**config.mk**
```make
export PLATFORM = sky130hd
export DESIGN_NAME = socks5_method_negotiation_parser
export DESIGN_NICKNAME = d
export VERILOG_FILES = /design/src/sv/s5mn_pkg.sv /design/src/sv/s5mn_parser.sv /design/src/sv/socks5_method_negotiation_parser.sv
export SDC_FILE = /design/constraint.sdc
export NUM_CORES = 1
export LEC_CHECK = 0
export CORE_MARGIN = 4
export CORE_UTILIZATION = 50
export CTS_BUF_LIST = sky130_fd_sc_hd__clkbuf_8
export CTS_CLUSTER_DIAMETER = 30
export DETAILED_ROUTE_END_ITERATION = 6
export DONT_BUFFER_PORTS = 1
export PLACE_DENSITY = 0.64
export SYNTH_ARGS = -nofsm -noshare
export SYNTH_HDL_FRONTEND = slang
export SYNTH_SLANG_ARGS = --single-unit
```
**constraint.sdc**
```tcl
create_clock -name clock -period 3.35 [get_ports clock]
set_clock_uncertainty 0.1 [all_clocks]
set_input_delay 0.67 -clock clock [delete_from_list [all_inputs] [get_ports clock]]
set_output_delay 0.67 -clock clock [all_outputs]
set_load 0.02 [all_outputs]
```
**src/sv/s5mn_pkg.sv**
```systemverilog
// package for the socks5 method negotiation parser
// beat types, protocol constants, result codes; no dependencies
package s5mn_pkg;

   localparam logic [7:0] SOCKS_VERSION   = 8'h05;
   localparam logic [7:0] METHOD_NOAUTH   = 8'h00;
   localparam logic [7:0] METHOD_USERPASS = 8'h02;

   localparam logic [1:0] STATUS_REPLY       = 2'd0;
   localparam logic [1:0] STATUS_BAD_VERSION = 2'd1;
   localparam logic [1:0] STATUS_ZERO_COUNT  = 2'd2;
   localparam logic [1:0] STATUS_NO_METHOD   = 2'd3;

   // result queue depth, must be a power of two and at least 2
   localparam int RSP_QUEUE_DEPTH = 4;

   typedef struct packed {
      logic [7:0] in_byte;
      logic       restart;
   } req_type;

   typedef struct packed {
      logic [7:0] reply_byte;
      logic [1:0] status;
      logic       next_is_auth;
      logic       last;
   } rsp_type;

   // what one parsed byte produces: zero, one or two result beats
   typedef struct packed {
      logic [1:0] count;
      rsp_type    first;
      rsp_type    second;
   } parse_out_type;

endpackage

```
**src/sv/s5mn_parser.sv**
```systemverilog
// greeting parser: phase, method counter and offer flags, one byte per beat
// depends on s5mn_pkg
module s5mn_parser (
   input  logic                    clock,
   input  logic                    reset,
   input  logic                    fire,
   input  s5mn_pkg::req_type       item,
   output s5mn_pkg::parse_out_type result
);
   import s5mn_pkg::*;

   localparam logic [1:0] PH_VERSION = 2'd0;
   localparam logic [1:0] PH_COUNT   = 2'd1;
   localparam logic [1:0] PH_METHODS = 2'd2;
   localparam logic [1:0] PH_DONE    = 2'd3;

   logic [1:0] phase_ff, phase_in, phase_cur;
   logic [7:0] methods_left_ff, methods_left_in, methods_left_cur, methods_dec;
   logic       saw_userpass_ff, saw_userpass_in, saw_userpass_cur;
   logic       saw_noauth_ff, saw_noauth_in, saw_noauth_cur;

   always_comb begin
      // restart makes this byte the version byte of a fresh greeting
      phase_cur        = item.restart ? PH_VERSION : phase_ff;
      methods_left_cur = item.restart ? 8'd0 : methods_left_ff;
      saw_userpass_cur = item.restart ? 1'b0 : saw_userpass_ff;
      saw_noauth_cur   = item.restart ? 1'b0 : saw_noauth_ff;
      methods_dec      = methods_left_cur - 8'd1;

      phase_in        = phase_cur;
      methods_left_in = methods_left_cur;
      saw_userpass_in = saw_userpass_cur;
      saw_noauth_in   = saw_noauth_cur;
      result          = '0;

      unique case (phase_cur)
         PH_VERSION: begin
            if (item.in_byte != SOCKS_VERSION) begin
               phase_in            = PH_DONE;
               result.count        = 2'd1;
               result.first.status = STATUS_BAD_VERSION;
               result.first.last   = 1'b1;
            end else begin
               phase_in = PH_COUNT;
            end
         end
         PH_COUNT: begin
            if (item.in_byte == 8'd0) begin
               phase_in            = PH_DONE;
               result.count        = 2'd1;
               result.first.status = STATUS_ZERO_COUNT;
               result.first.last   = 1'b1;
            end else begin
               methods_left_in = item.in_byte;
               saw_userpass_in = 1'b0;
               saw_noauth_in   = 1'b0;
               phase_in        = PH_METHODS;
            end
         end
         PH_METHODS: begin
            saw_userpass_in = saw_userpass_cur | (item.in_byte == METHOD_USERPASS);
            saw_noauth_in   = saw_noauth_cur | (item.in_byte == METHOD_NOAUTH);
            methods_left_in = methods_dec;
            if (methods_dec == 8'd0) begin
               phase_in = PH_DONE;
               if (saw_userpass_in) begin
                  result.count              = 2'd2;
                  result.first.reply_byte   = SOCKS_VERSION;
                  result.first.status       = STATUS_REPLY;
                  result.first.next_is_auth = 1'b1;
                  result.second.reply_byte  = METHOD_USERPASS;
                  result.second.status      = STATUS_REPLY;
                  result.second.next_is_auth = 1'b1;
                  result.second.last        = 1'b1;
               end else if (saw_noauth_in) begin
                  result.count             = 2'd2;
                  result.first.reply_byte  = SOCKS_VERSION;
                  result.first.status      = STATUS_REPLY;
                  result.second.reply_byte = METHOD_NOAUTH;
                  result.second.status     = STATUS_REPLY;
                  result.second.last       = 1'b1;
               end else begin
                  result.count        = 2'd1;
                  result.first.status = STATUS_NO_METHOD;
                  result.first.last   = 1'b1;
               end
            end
         end
         PH_DONE: begin
            // ignoring until restart
         end
         default: begin
            phase_in = PH_DONE;
         end
      endcase
   end

   always_ff @(posedge clock) begin
      if (reset) begin
         phase_ff        <= PH_VERSION;
         methods_left_ff <= 8'd0;
         saw_userpass_ff <= 1'b0;
         saw_noauth_ff   <= 1'b0;
      end else if (fire) begin
         phase_ff        <= phase_in;
         methods_left_ff <= methods_left_in;
         saw_userpass_ff <= saw_userpass_in;
         saw_noauth_ff   <= saw_noauth_in;
      end
   end

endmodule

```
**src/sv/socks5_method_negotiation_parser.sv**
```systemverilog
// top level of the socks5 method negotiation parser
// input register, s5mn_parser, result queue; depends on s5mn_pkg
//
//  channel  | ports                          | beat
//  ---------+--------------------------------+-------------------------------
//  request  | req_valid req_ready req_data   | one greeting byte + restart
//  response | rsp_valid rsp_ready rsp_data   | one reply byte or error result
//
// a byte is parsed out of the input register, one byte per cycle while the result queue has room
// the parser writes zero, one or two result beats into a small result queue;
// a byte leaves the input register only when the queue has two free slots
// a stalled response side fills the queue, then req_ready drops
// synchronous reset empties the input register and queue and sets the
// parser to expect a version byte
module socks5_method_negotiation_parser #(
   parameter int QueueDepth = s5mn_pkg::RSP_QUEUE_DEPTH
) (
   input  logic              clock,
   input  logic              reset,
   input  logic              req_valid,
   output logic              req_ready,
   input  s5mn_pkg::req_type req_data,
   output logic              rsp_valid,
   input  logic              rsp_ready,
   output s5mn_pkg::rsp_type rsp_data
);
   import s5mn_pkg::*;

   localparam int PtrBits   = $clog2(QueueDepth);
   localparam int CountBits = $clog2(QueueDepth + 1);
   localparam logic [CountBits-1:0] SpaceLimit = CountBits'(QueueDepth - 2);

   // input register
   logic          stage_valid_ff, stage_valid_in;
   req_type       stage_data_ff;
   logic          stage_move;
   logic          req_fire;

   // result queue, plain flops
   rsp_type                queue_ff [QueueDepth];
   logic [PtrBits-1:0]     head_ff, head_in;
   logic [PtrBits-1:0]     tail_ff, tail_in;
   logic [CountBits-1:0]   count_ff, count_in;
   logic                   rsp_fire;

   parse_out_type          parsed;
   logic [PtrBits-1:0]     tail_next;

   // room for two beats, judged before this cycle's pop
   assign stage_move = stage_valid_ff && (count_ff <= SpaceLimit);
   assign req_ready  = !stage_valid_ff || stage_move;
   assign req_fire   = req_valid && req_ready;
   assign stage_valid_in = req_fire || (stage_valid_ff && !stage_move);

   s5mn_parser u_parser (
      .clock  (clock),
      .reset  (reset),
      .fire   (stage_move),
      .item   (stage_data_ff),
      .result (parsed)
   );

   assign rsp_valid = (count_ff != '0);
   assign rsp_data  = queue_ff[head_ff];
   assign rsp_fire  = rsp_valid && rsp_ready;
   assign tail_next = tail_ff + PtrBits'(1);

   always_comb begin
      head_in  = head_ff;
      tail_in  = tail_ff;
      count_in = count_ff;
      if (rsp_fire) begin
         head_in  = head_ff + PtrBits'(1);
         count_in = count_in - CountBits'(1);
      end
      if (stage_move) begin
         tail_in  = tail_ff + PtrBits'(parsed.count);
         count_in = count_in + CountBits'(parsed.count);
      end
   end

   always_ff @(posedge clock) begin
      if (reset) begin
         stage_valid_ff <= 1'b0;
         head_ff        <= '0;
         tail_ff        <= '0;
         count_ff       <= '0;
      end else begin
         stage_valid_ff <= stage_valid_in;
         head_ff        <= head_in;
         tail_ff        <= tail_in;
         count_ff       <= count_in;
      end
   end

   // payload, no reset
   always_ff @(posedge clock) begin
      if (req_fire) begin
         stage_data_ff <= req_data;
      end
      if (stage_move && (parsed.count != 2'd0)) begin
         queue_ff[tail_ff] <= parsed.first;
      end
      if (stage_move && (parsed.count == 2'd2)) begin
         queue_ff[tail_next] <= parsed.second;
      end
   end

endmodule

```
==> flow_summary_export.csv, run 1 <==
group,metric,value,unit
hold_path,min_from,"reset",
sta,worst_pin_slew,0.8379,ns
power_and_ir_drop,p_leak,1.325,nW
power_and_ir_drop,irDropWorstVdd,0.3319,mV
power_and_ir_drop,swShare,35.70,%
detailed_routing,drc,0,
setup_path,cp.buffers_inverters,0,
outcome,status,"complete, no violations",
setup_path,startpoint_type,"register",
final_layout,post-route-util,54.38,%
detailed_routing,viasPerCell,5.759,
synth,ys_ff_latch,55,
power_and_ir_drop,clkPwrFrac,21.9,%
synth,synth_area_leaders,"dfxtp_1 21%, edfxtp_1 19%, nand2_1 5.0%",
placement,dp_hpwl,5.186,mm
global_route,overflow,0,
detailed_routing,vias,2488,
setup_path,crit_chain,"or4_4, or4b_4, a211oi_2, a21oi_1, ha_1, fa_1, nand2_1, xnor2_1, nor2_1",
floorplan,die_area,7823,µm²
global_route,grt_max_degree,23,
clocking,cts.reportedPaths.clkPinSlew,0.10,ns
power_and_ir_drop,p_sw,0.7082,mW
clocking,clock_latency,0.31,ns
sta,setup_tns,0,ns
floorplan,io-pin-count,27,
power_and_ir_drop,p_comb_share,33.0,%
sta,finalSetupViolCount,0,
synth,ys_seq_area_share,40.53,%
detailed_routing,avgRoutedWirePerCell,16.20,µm
clocking,cts_tree,"yes",
detailed_routing,dr.pass1.iters,5,
setup_path,crit_required,3.46,ns
synth,synth_common_cells,"43 x nand2_1, 42 x nor2_1, 34 x dfxtp_1",
sta,min_period,2.999,ns
final_layout,diodes,0,
hold_path,hold_class,"in -> reg",
sta,rsz0062_at_grt,"false",
detailed_routing,initialDrtViolationCount,100,
global_route,track_usage,19.42,%
synth,ys_warn_count,0,
floorplan,fp-row-count,29,
setup_path,cpMaxStageDelayCell,"or4_4",
synth,async_flop_share,0,%
synth,synth_flop_cell,"dfxtp_1",
setup_path,cp.arrival,3.11,ns
power_and_ir_drop,p_int,1.276,mW
setup_path,cp-startpoint,"stage_data_ff[4]$_DFFE_PP_",
setup_path,slowest_delay,0.58,ns
synth,syn_inst,354,
setup_path,cp_max_fo,4,
synth,synth.top_cell.area_share,21.04,%
clocking,post_cts_hold_buffer_count,0,
clocking,cts.path.max_buffers,2,
synth,postSynthAreaPerCell,9.140,µm²
synth,synth_top_area_cell,"dfxtp_1",
sta,holdWs,0.3191,ns
flow_run,drv_cap,0,
detailed_routing,postRouteAntennaNets,0,
sta,drv_slew,0,
clocking,cts-root-buf,"clkbuf_8",
global_route,first_global_vias,2334,
setup_path,path_delay_family,"simple AND/OR/NAND/NOR gates",
placement,place.gp.congestion,0.9020,
floorplan,coreArea,6314,µm²
sta,period_share,89.52,%
sta,relSlewSlack,43.55,%
setup_path,reg2reg_from,"stage_data_ff[4]$_DFFE_PP_",
final_layout,syn2layout_area_growth,6.110,%
clocking,cts.sinks,55,
synth,yosysMostFrequentCell,"nand2_1",
setup_path,end_kind,"register",
sta,finalHoldViolations,0,
final_layout,layout-drive-gt1-share,11.83,%
clocking,htreeDepth,2,
sta,fmax,333.5,MHz
final_layout,final_nets,378,
clocking,cts_buffers,5,
synth,ys_types,65,
synth,synth-edff-count,21,
power_and_ir_drop,seqPwrFrac,45.1,%
global_route,antenna_found_initial,0,
floorplan,start_util,51.25,%
floorplan,die_w,88.45,µm
synth,syn_area,3236,µm²
placement,numPortBuffers,0,
floorplan,die_y,88.45,µm
setup_path,critPathKind,"reg -> reg",
power_and_ir_drop,powerDensity,577.8,nW/µm²
global_route,grt_pass1_wl,11.74,mm
detailed_routing,wirelength,7.000,mm
power groups by stage:
stage               clock [mW]  sequential, mW  combinational (mW)
floorplan                    0           0.847               0.592
global placement             0           0.911               0.649
detailed placement           0           0.913               0.657
CTS                      0.442           0.897               0.659
global route             0.474           0.913               0.736
finish                   0.434           0.895               0.655
per-stage QoR:
stage	total power [mW]	cell area, µm²	cells	worst slack, ns
final	1.984	3433	432	0.3511
after CTS	1.999	3410	430	0.3026
after detailed placement	1.570	3302	422	0.3223
after global routing	2.124	3433	432	0.05889
after global placement	1.560	3302	422	0.3784
after floorplan	1.438	3251	358	0.3140
logic make-up after synthesis:
kind of cell    synth area share, %
simple gates                  24.09
compound gates                15.82
flops                         40.53
buf+inv                       5.104
mux                           7.695
fa+ha+maj                     4.486
xor+xnor                      2.166
other cells                  0.1159
state kept, by name, indices dropped and copies added (netlist names), 2 cells and up, named ones only:
| register | flops |
|---|---|
| tail_ff | 2 |
| u_parser.phase_ff | 2 |
| u_parser.methods_left_ff | 8 |
| stage_data_ff | 9 |
| queue_ff | 24 |
| count_ff | 3 |
| head_ff | 2 |
cells in the final DEF, fill, tap and decap left out, types with 5 or more instances in the layout:
cell      instances
a21oi_1          28
nor3_1           12
a22o_1            5
edfxtp_1         21
inv_1            11
o21ai_0          11
xnor2_1           5
nor2_1           42
dfxtp_1          34
mux2i_1           8
buf_4            12
nand2_1          43
clkbuf_8          5
mux4_2            6
ha_1             10
conb_1            5
nand3_1          13
worst paths after layout:
path	to	slack, ns	cells after the start
hold reg to reg	u_parser.phase_ff[0]$_SDFFE_PP0P_	0.37	2
setup / recovery	count_ff[2]$_SDFF_PP0_	0.35	9
hold / removal	tail_ff[1]$_SDFFE_PP0P_	0.32	1
setup reg to reg	count_ff[2]$_SDFF_PP0_	0.35	9
layout make-up:
| class | instances | area, µm² |
|---|---|---|
| well taps | 77 | 96.34 |
| inverters | 12 | 45.04 |
| repair buffers | 12 | 90.09 |
| multi-input cells | 268 | 1783 |
| fillers | 578 | 2880 |
| clock inverters | 3 | 38.79 |
| flip-flops and latches | 55 | 1311 |
| clock buffers | 5 | 68.82 |
worst reg2reg max path, delay by kind of cell (launching register included):
kind                       cells  cell delay (ns)
DFF                            1             0.39
and+or+nand+nor                4             1.26
AOI/OAI and AO/OA              2             0.39
adders and majority gates      2             0.64
xor gates and xnor gates       1             0.13
routing by layer:
metal / vias up / part of all wire (%) / global-route usage [%]
met2: 67 / 49 / 32.15
met3: 13 / 3.9 / 3.166
met1: 1146 / 46 / 26.07
li1: 1262 / - / -
met4: 0 / 1.5 / 6.044
met5: - / 0 / 0
timing repair:
item | 4_1_cts | 5_1_grt
buffers inserted | 0 | 2
setup endpoints to repair | 0 | 9
gates resized for setup | 0 | 2
No activity file was read; power rests on OpenSTA's default activity.
==> run 2, diff against run 1 <==
CORE_ASPECT_RATIO = 2   (was unset)
clock period = 3.85 ns   (was 3.35 ns; I/O delays follow)
==> flow_summary_export.csv, run 2 (synthesized netlist as in run 1, its figures left out) <==
group,metric,value,unit
clocking,cts_tree,"yes",
final_layout,fill_cells,603,
detailed_routing,vias,2518,
floorplan,fp-row-count,41,
hold_path,hold_class,"reg -> reg",
clocking,cts.sinks,55,
hold_path,min_from,"u_parser.phase_ff[1]$_SDFFE_PP0P_",
outcome,status,"complete, no violations",
sta,period_share,87.54,%
clocking,htreeDepth,2,
power_and_ir_drop,powerDensity,513.0,nW/µm²
detailed_routing,viasPerCell,5.829,
global_route,grt_max_degree,23,
global_route,antenna_found_initial,0,
clocking,cts.reportedPaths.clkPinSlew,0.10,ns
sta,rsz0062_at_grt,"false",
power_and_ir_drop,power,1.732,mW
sta,finalHoldViolations,0,
sta,finalSetupViolCount,0,
clocking,cts_buffers,5,
clocking,cts-root-buf,"clkbuf_8",
setup_path,r2r_end,"queue_ff[3][1]$_DFFE_PP_",
flow_run,drv_cap,0,
setup_path,critPathKind,"reg -> reg",
clocking,clock_latency,0.31,ns
final_layout,layout_common_cells,"43 x nand2_1, 42 x nor2_1, 34 x dfxtp_1",
detailed_routing,postRouteAntennaNets,0,
final_layout,diodes,0,
detailed_routing,wirelength,7.755,mm
setup_path,end_kind,"register",
sta,setup_ws,0.4799,ns
global_route,first_global_vias,2460,
floorplan,die_y,121.8,µm
setup_path,startpoint_type,"register",
final_layout,reg_top3,"queue_ff: 24 flops, stage_data_ff: 9 flops, u_parser.methods_left_ff: 8 flops",
placement,numPortBuffers,0,
clocking,post_cts_hold_buffer_count,0,
setup_path,reg2reg_slack,0.48,ns
final_layout,mostFrequentLayoutCell,"nand2_1",
sta,relSlewSlack,43.51,%
placement,pre_cts_ws,0.5151,ns
global_route,overflow,0,
final_layout,layout-drive-gt1-share,9.538,%
clocking,cts-resized-gates,0,
sta,setup_tns,0,ns
final_layout,largest_reg_flops,24,
detailed_routing,initialDrtViolationCount,135,
floorplan,coreArea,6310,µm²
hold_path,min_path_cells,2,
setup_path,cp.arrival,3.28,ns
floorplan,start_util,51.28,%
placement,dp_hpwl,6.102,mm
final_layout,largest-register,"queue_ff",
final_layout,regArea,1311,µm²
setup_path,r2r_cells,10,
final_layout,multiInputGateArea,1774,µm²
detailed_routing,drc,0,
setup_path,crit_required,3.76,ns
detailed_routing,avgRoutedWirePerCell,17.95,µm
sta,drv_slew,0,
global_route,grt_pass1_wl,12.36,mm
global_route,track_usage,20.85,%
floorplan,io-pin-count,27,
placement,place.gp.congestion,0.9583,
hold_path,hold_end,"u_parser.phase_ff[1]$_SDFFE_PP0P_",
sta,worst_pin_slew,0.8384,ns
final_layout,syn2layout_area_growth,4.331,%
power_and_ir_drop,p_leak,1.282,nW
sta,fmax,296.7,MHz
setup_path,cp_max_fo,13,
floorplan,die_w,64.88,µm
sta,min_period,3.370,ns
clocking,cts_setup_buffers,0,
detailed_routing,dr.pass1.iters,4,
floorplan,die_area,7900,µm²
setup_path,reg2reg_from,"stage_data_ff[0]$_DFFE_PP_",
clocking,cts.path.max_buffers,2,
power_and_ir_drop,irDropWorstVdd,0.3361,mV
final_layout,final_nets,369,
[run 2: changes by cell type in the layout (fill, tap and decap cells not counted)]
cell        delta
inv_1          +1
clkinv_2       -1
clkinv_1       -1
buf_4          -9
nor4_2         +1
inv_6          +1
inv_2          -1
nor4_4         -1
clkinvlp_4     +1
[run 2: how the worst max path moves through the flow]
stage,startpoint,end,slack [ns],cells past startpoint
2_1_floorplan,stage_data_ff[0]$_DFFE_PP_,queue_ff[1][0]$_DFFE_PP_,0.81,11
3_3_place_gp,stage_data_ff[0]$_DFFE_PP_,queue_ff[1][0]$_DFFE_PP_,0.65,10
3_5_place_dp,stage_data_ff[0]$_DFFE_PP_,queue_ff[3][0]$_DFFE_PP_,0.52,10
4_1_cts,stage_data_ff[0]$_DFFE_PP_,queue_ff[3][0]$_DFFE_PP_,0.49,10
5_1_grt,stage_data_ff[0]$_DFFE_PP_,queue_ff[3][0]$_DFFE_PP_,0.15,10
6_report,stage_data_ff[0]$_DFFE_PP_,queue_ff[3][1]$_DFFE_PP_,0.48,10
[run 2: through the flow]
stage	hold slack (ns)	cell area [µm²]	instances	utilization [%]
detailed placement	0.3478	3261	424	51.68
finish	0.3667	3376	432	53.50
global route	0.3793	3376	432	53.50
CTS	0.3631	3376	432	53.50
floorplan	0.3322	3251	358	-
global placement	0.3487	3261	424	51.68
[run 2: cell type report]
class	count	area share [%]
flip-flops and latches	55	38.84
repair buffers	3	0.6672
well taps	86	3.188
inverters	12	1.334
multi-input cells	268	52.56
clock buffers	5	2.039
clock inverters	3	1.371
[run 2: routing by layer]
metal	wire length (µm)	vias up	GRT usage, %	part of all wire [%]
met5	0	-	0	0
met4	400	0	11.79	5.2
met3	187	26	3.321	2.4
met1	2637	1200	19.15	34
met2	4529	53	41.18	58
li1	-	1239	-	-
[run 2: power breakdown]
part	switching, mW	leakage (nW)	internal [mW]	total (mW)
combinational	0.335	0.741	0.219	0.554
clock	0.193	0.0548	0.196	0.389
sequential	0.102	0.486	0.686	0.789
total	0.631	1.28	1.10	1.73
[run 2: worst max-delay path: stages, from the launching register on]
cell	delay [ns]
edfxtp_1	0.39
inv_1	0.21
nand2_1	0.14
inv_1	0.10
ha_1	0.24
or3b_2	0.45
nor4_1	0.48
a211o_4	0.24
o21ai_2	0.16
or2_1	0.33
nor2_1	0.21
==> run 3, diff against run 2 <==
clock period = 3.5 ns   (was 3.85 ns; I/O delays follow)
==> flow_summary_export.csv, run 3 (synthesized netlist as in run 1, its figures left out) <==
group,metric,value,unit
detailed_routing,drc,0,
sta,setup_tns,0,ns
clocking,cts_buffers,5,
hold_path,min_path_cells,1,
floorplan,fp-row-count,41,
sta,drv_slew,0,
floorplan,die_w,64.88,µm
setup_path,cp.arrival,3.37,ns
sta,rsz0062_at_grt,"false",
global_route,overflow,0,
global_route,first_global_vias,2510,
setup_path,reg2reg_from,"stage_data_ff[4]$_DFFE_PP_",
power_and_ir_drop,p_leak,1.297,nW
placement,place.gp.congestion,0.8848,
detailed_routing,vias,2520,
detailed_routing,wirelength,7.482,mm
floorplan,start_util,51.28,%
clocking,cts.reportedPaths.clkPinSlew,0.11,ns
clocking,post_cts_hold_buffer_count,0,
floorplan,io-pin-count,27,
floorplan,die_area,7900,µm²
sta,min_period,3.212,ns
hold_path,min_from,"reset",
placement,numPortBuffers,0,
global_route,track_usage,20.75,%
sta,finalSetupViolCount,0,
clocking,cts.sinks,55,
final_layout,final_nets,374,
sta,worst_pin_slew,0.8262,ns
detailed_routing,postRouteAntennaNets,0,
power_and_ir_drop,irDropWorstVdd,0.3269,mV
setup_path,r2r_end,"count_ff[1]$_SDFF_PP0_",
final_layout,mostFrequentLayoutCell,"nand2_1",
final_layout,largest-register,"queue_ff",
detailed_routing,viasPerCell,5.767,
power_and_ir_drop,seqPwrFrac,46.5,%
power_and_ir_drop,p_comb_share,33.5,%
sta,finalHoldViolations,0,
sta,relSlewSlack,44.34,%
sta,fmax,311.3,MHz
sta,holdWs,0.3381,ns
setup_path,cp_max_fo,6,
setup_path,end_kind,"register",
global_route,grt_pass1_wl,12.45,mm
sta,period_share,91.78,%
clocking,htreeDepth,2,
floorplan,coreArea,6310,µm²
final_layout,reg_top3,"queue_ff: 24 flops, stage_data_ff: 9 flops, u_parser.methods_left_ff: 8 flops",
setup_path,reg2reg_slack,0.29,ns
placement,dp_hpwl,5.898,mm
final_layout,syn2layout_area_growth,5.104,%
setup_path,critPathKind,"reg -> reg",
final_layout,layout-drive-gt1-share,11.11,%
final_layout,layout_common_cells,"43 x nand2_1, 42 x nor2_1, 34 x dfxtp_1",
clocking,cts_tree,"yes",
setup_path,startpoint_type,"register",
setup_path,crit_required,3.65,ns
clocking,cts.path.max_buffers,2,
flow_run,drv_cap,0,
clocking,clock_latency,0.32,ns
detailed_routing,avgRoutedWirePerCell,17.12,µm
final_layout,diodes,0,
global_route,grt_max_degree,23,
power_and_ir_drop,p_sw,0.7039,mW
hold_path,hold_class,"in -> reg",
power_and_ir_drop,powerDensity,547.1,nW/µm²
clocking,cts-root-buf,"clkbuf_8",
floorplan,die_y,121.8,µm
detailed_routing,initialDrtViolationCount,131,
power_and_ir_drop,swShare,37.83,%
detailed_routing,dr.pass1.iters,4,
setup_path,r2r_cells,8,
power_and_ir_drop,clkPwrFrac,19.9,%
outcome,status,"complete, no violations",
power_and_ir_drop,p_int,1.157,mW
clocking,cts_setup_buffers,0,
global_route,antenna_found_initial,0,
power_and_ir_drop,power,1.860,mW
hold_path,hold_end,"u_parser.phase_ff[1]$_SDFFE_PP0P_",
final_layout,largest_reg_flops,24,
-- run 3: layout make-up --
type,instances,area (µm²)
Clock buffer,5,68.82
Clock inverter,3,27.53
Fill cell,587,2909
Inverter,12,45.04
Multi-Input combinational cell,268,1780
Sequential cell,55,1311
Tap cell,86,107.6
Timing Repair Buffer,8,60.06
-- run 3: through the flow --
step / setup slack, ns / std cells / util [%] / area, µm²
finish: 0.2875 / 437 / 53.90 / 3401
global route: 0.06316 / 437 / 53.90 / 3401
CTS: 0.2797 / 437 / 53.80 / 3395
detailed placement: 0.2963 / 429 / 52.27 / 3298
global placement: 0.3278 / 429 / 52.27 / 3298
floorplan: 0.4640 / 358 / - / 3251
-- run 3: what timing repair did --
item	CTS	global route
endpoints found under the setup margin	0	1
endpoints found under the hold margin	0	0
gates resized for setup	0	1
-- run 3: worst max-delay path, cell delays in order, from the launching register on --
cell and delay (ns):
edfxtp_1 0.45, or4_4 0.60, or4b_4 0.52, a211oi_2 0.42
a21oi_1 0.12, ha_1 0.24, fa_1 0.53, nand2_1 0.05
a21oi_1 0.12
-- run 3: how the worst max path moves through the flow --
stage,startpoint,end,slack [ns],depth (start not counted)
finish,stage_data_ff[4]$_DFFE_PP_,count_ff[1]$_SDFF_PP0_,0.29,8
global route,stage_data_ff[0]$_DFFE_PP_,tail_ff[1]$_SDFFE_PP0P_,0.06,10
CTS,stage_data_ff[4]$_DFFE_PP_,count_ff[1]$_SDFF_PP0_,0.28,8
detailed placement,stage_data_ff[4]$_DFFE_PP_,count_ff[1]$_SDFF_PP0_,0.30,8
global placement,stage_data_ff[4]$_DFFE_PP_,count_ff[2]$_SDFF_PP0_,0.33,9
floorplan,stage_data_ff[0]$_DFFE_PP_,queue_ff[1][0]$_DFFE_PP_,0.46,11
-- run 3: per-layer routing --
metal  vias to the layer above  global-route usage (%)  wire, µm
met5                         -                       0         0
met4                         0                   10.60       272
met3                        19                   3.413       203
met2                        61                   41.05      4479
met1                      1188                   19.44      2526
li1                       1252                       -         -
-- run 3: power by group through the flow --
stage	Clock [mW]	Sequential [mW]	Combinational [mW]
2_1_floorplan	0	0.810	0.566
3_3_place_gp	0	0.881	0.616
3_5_place_dp	0	0.881	0.626
4_1_cts	0.383	0.867	0.627
5_1_grt	0.408	0.883	0.696
6_report	0.371	0.866	0.624
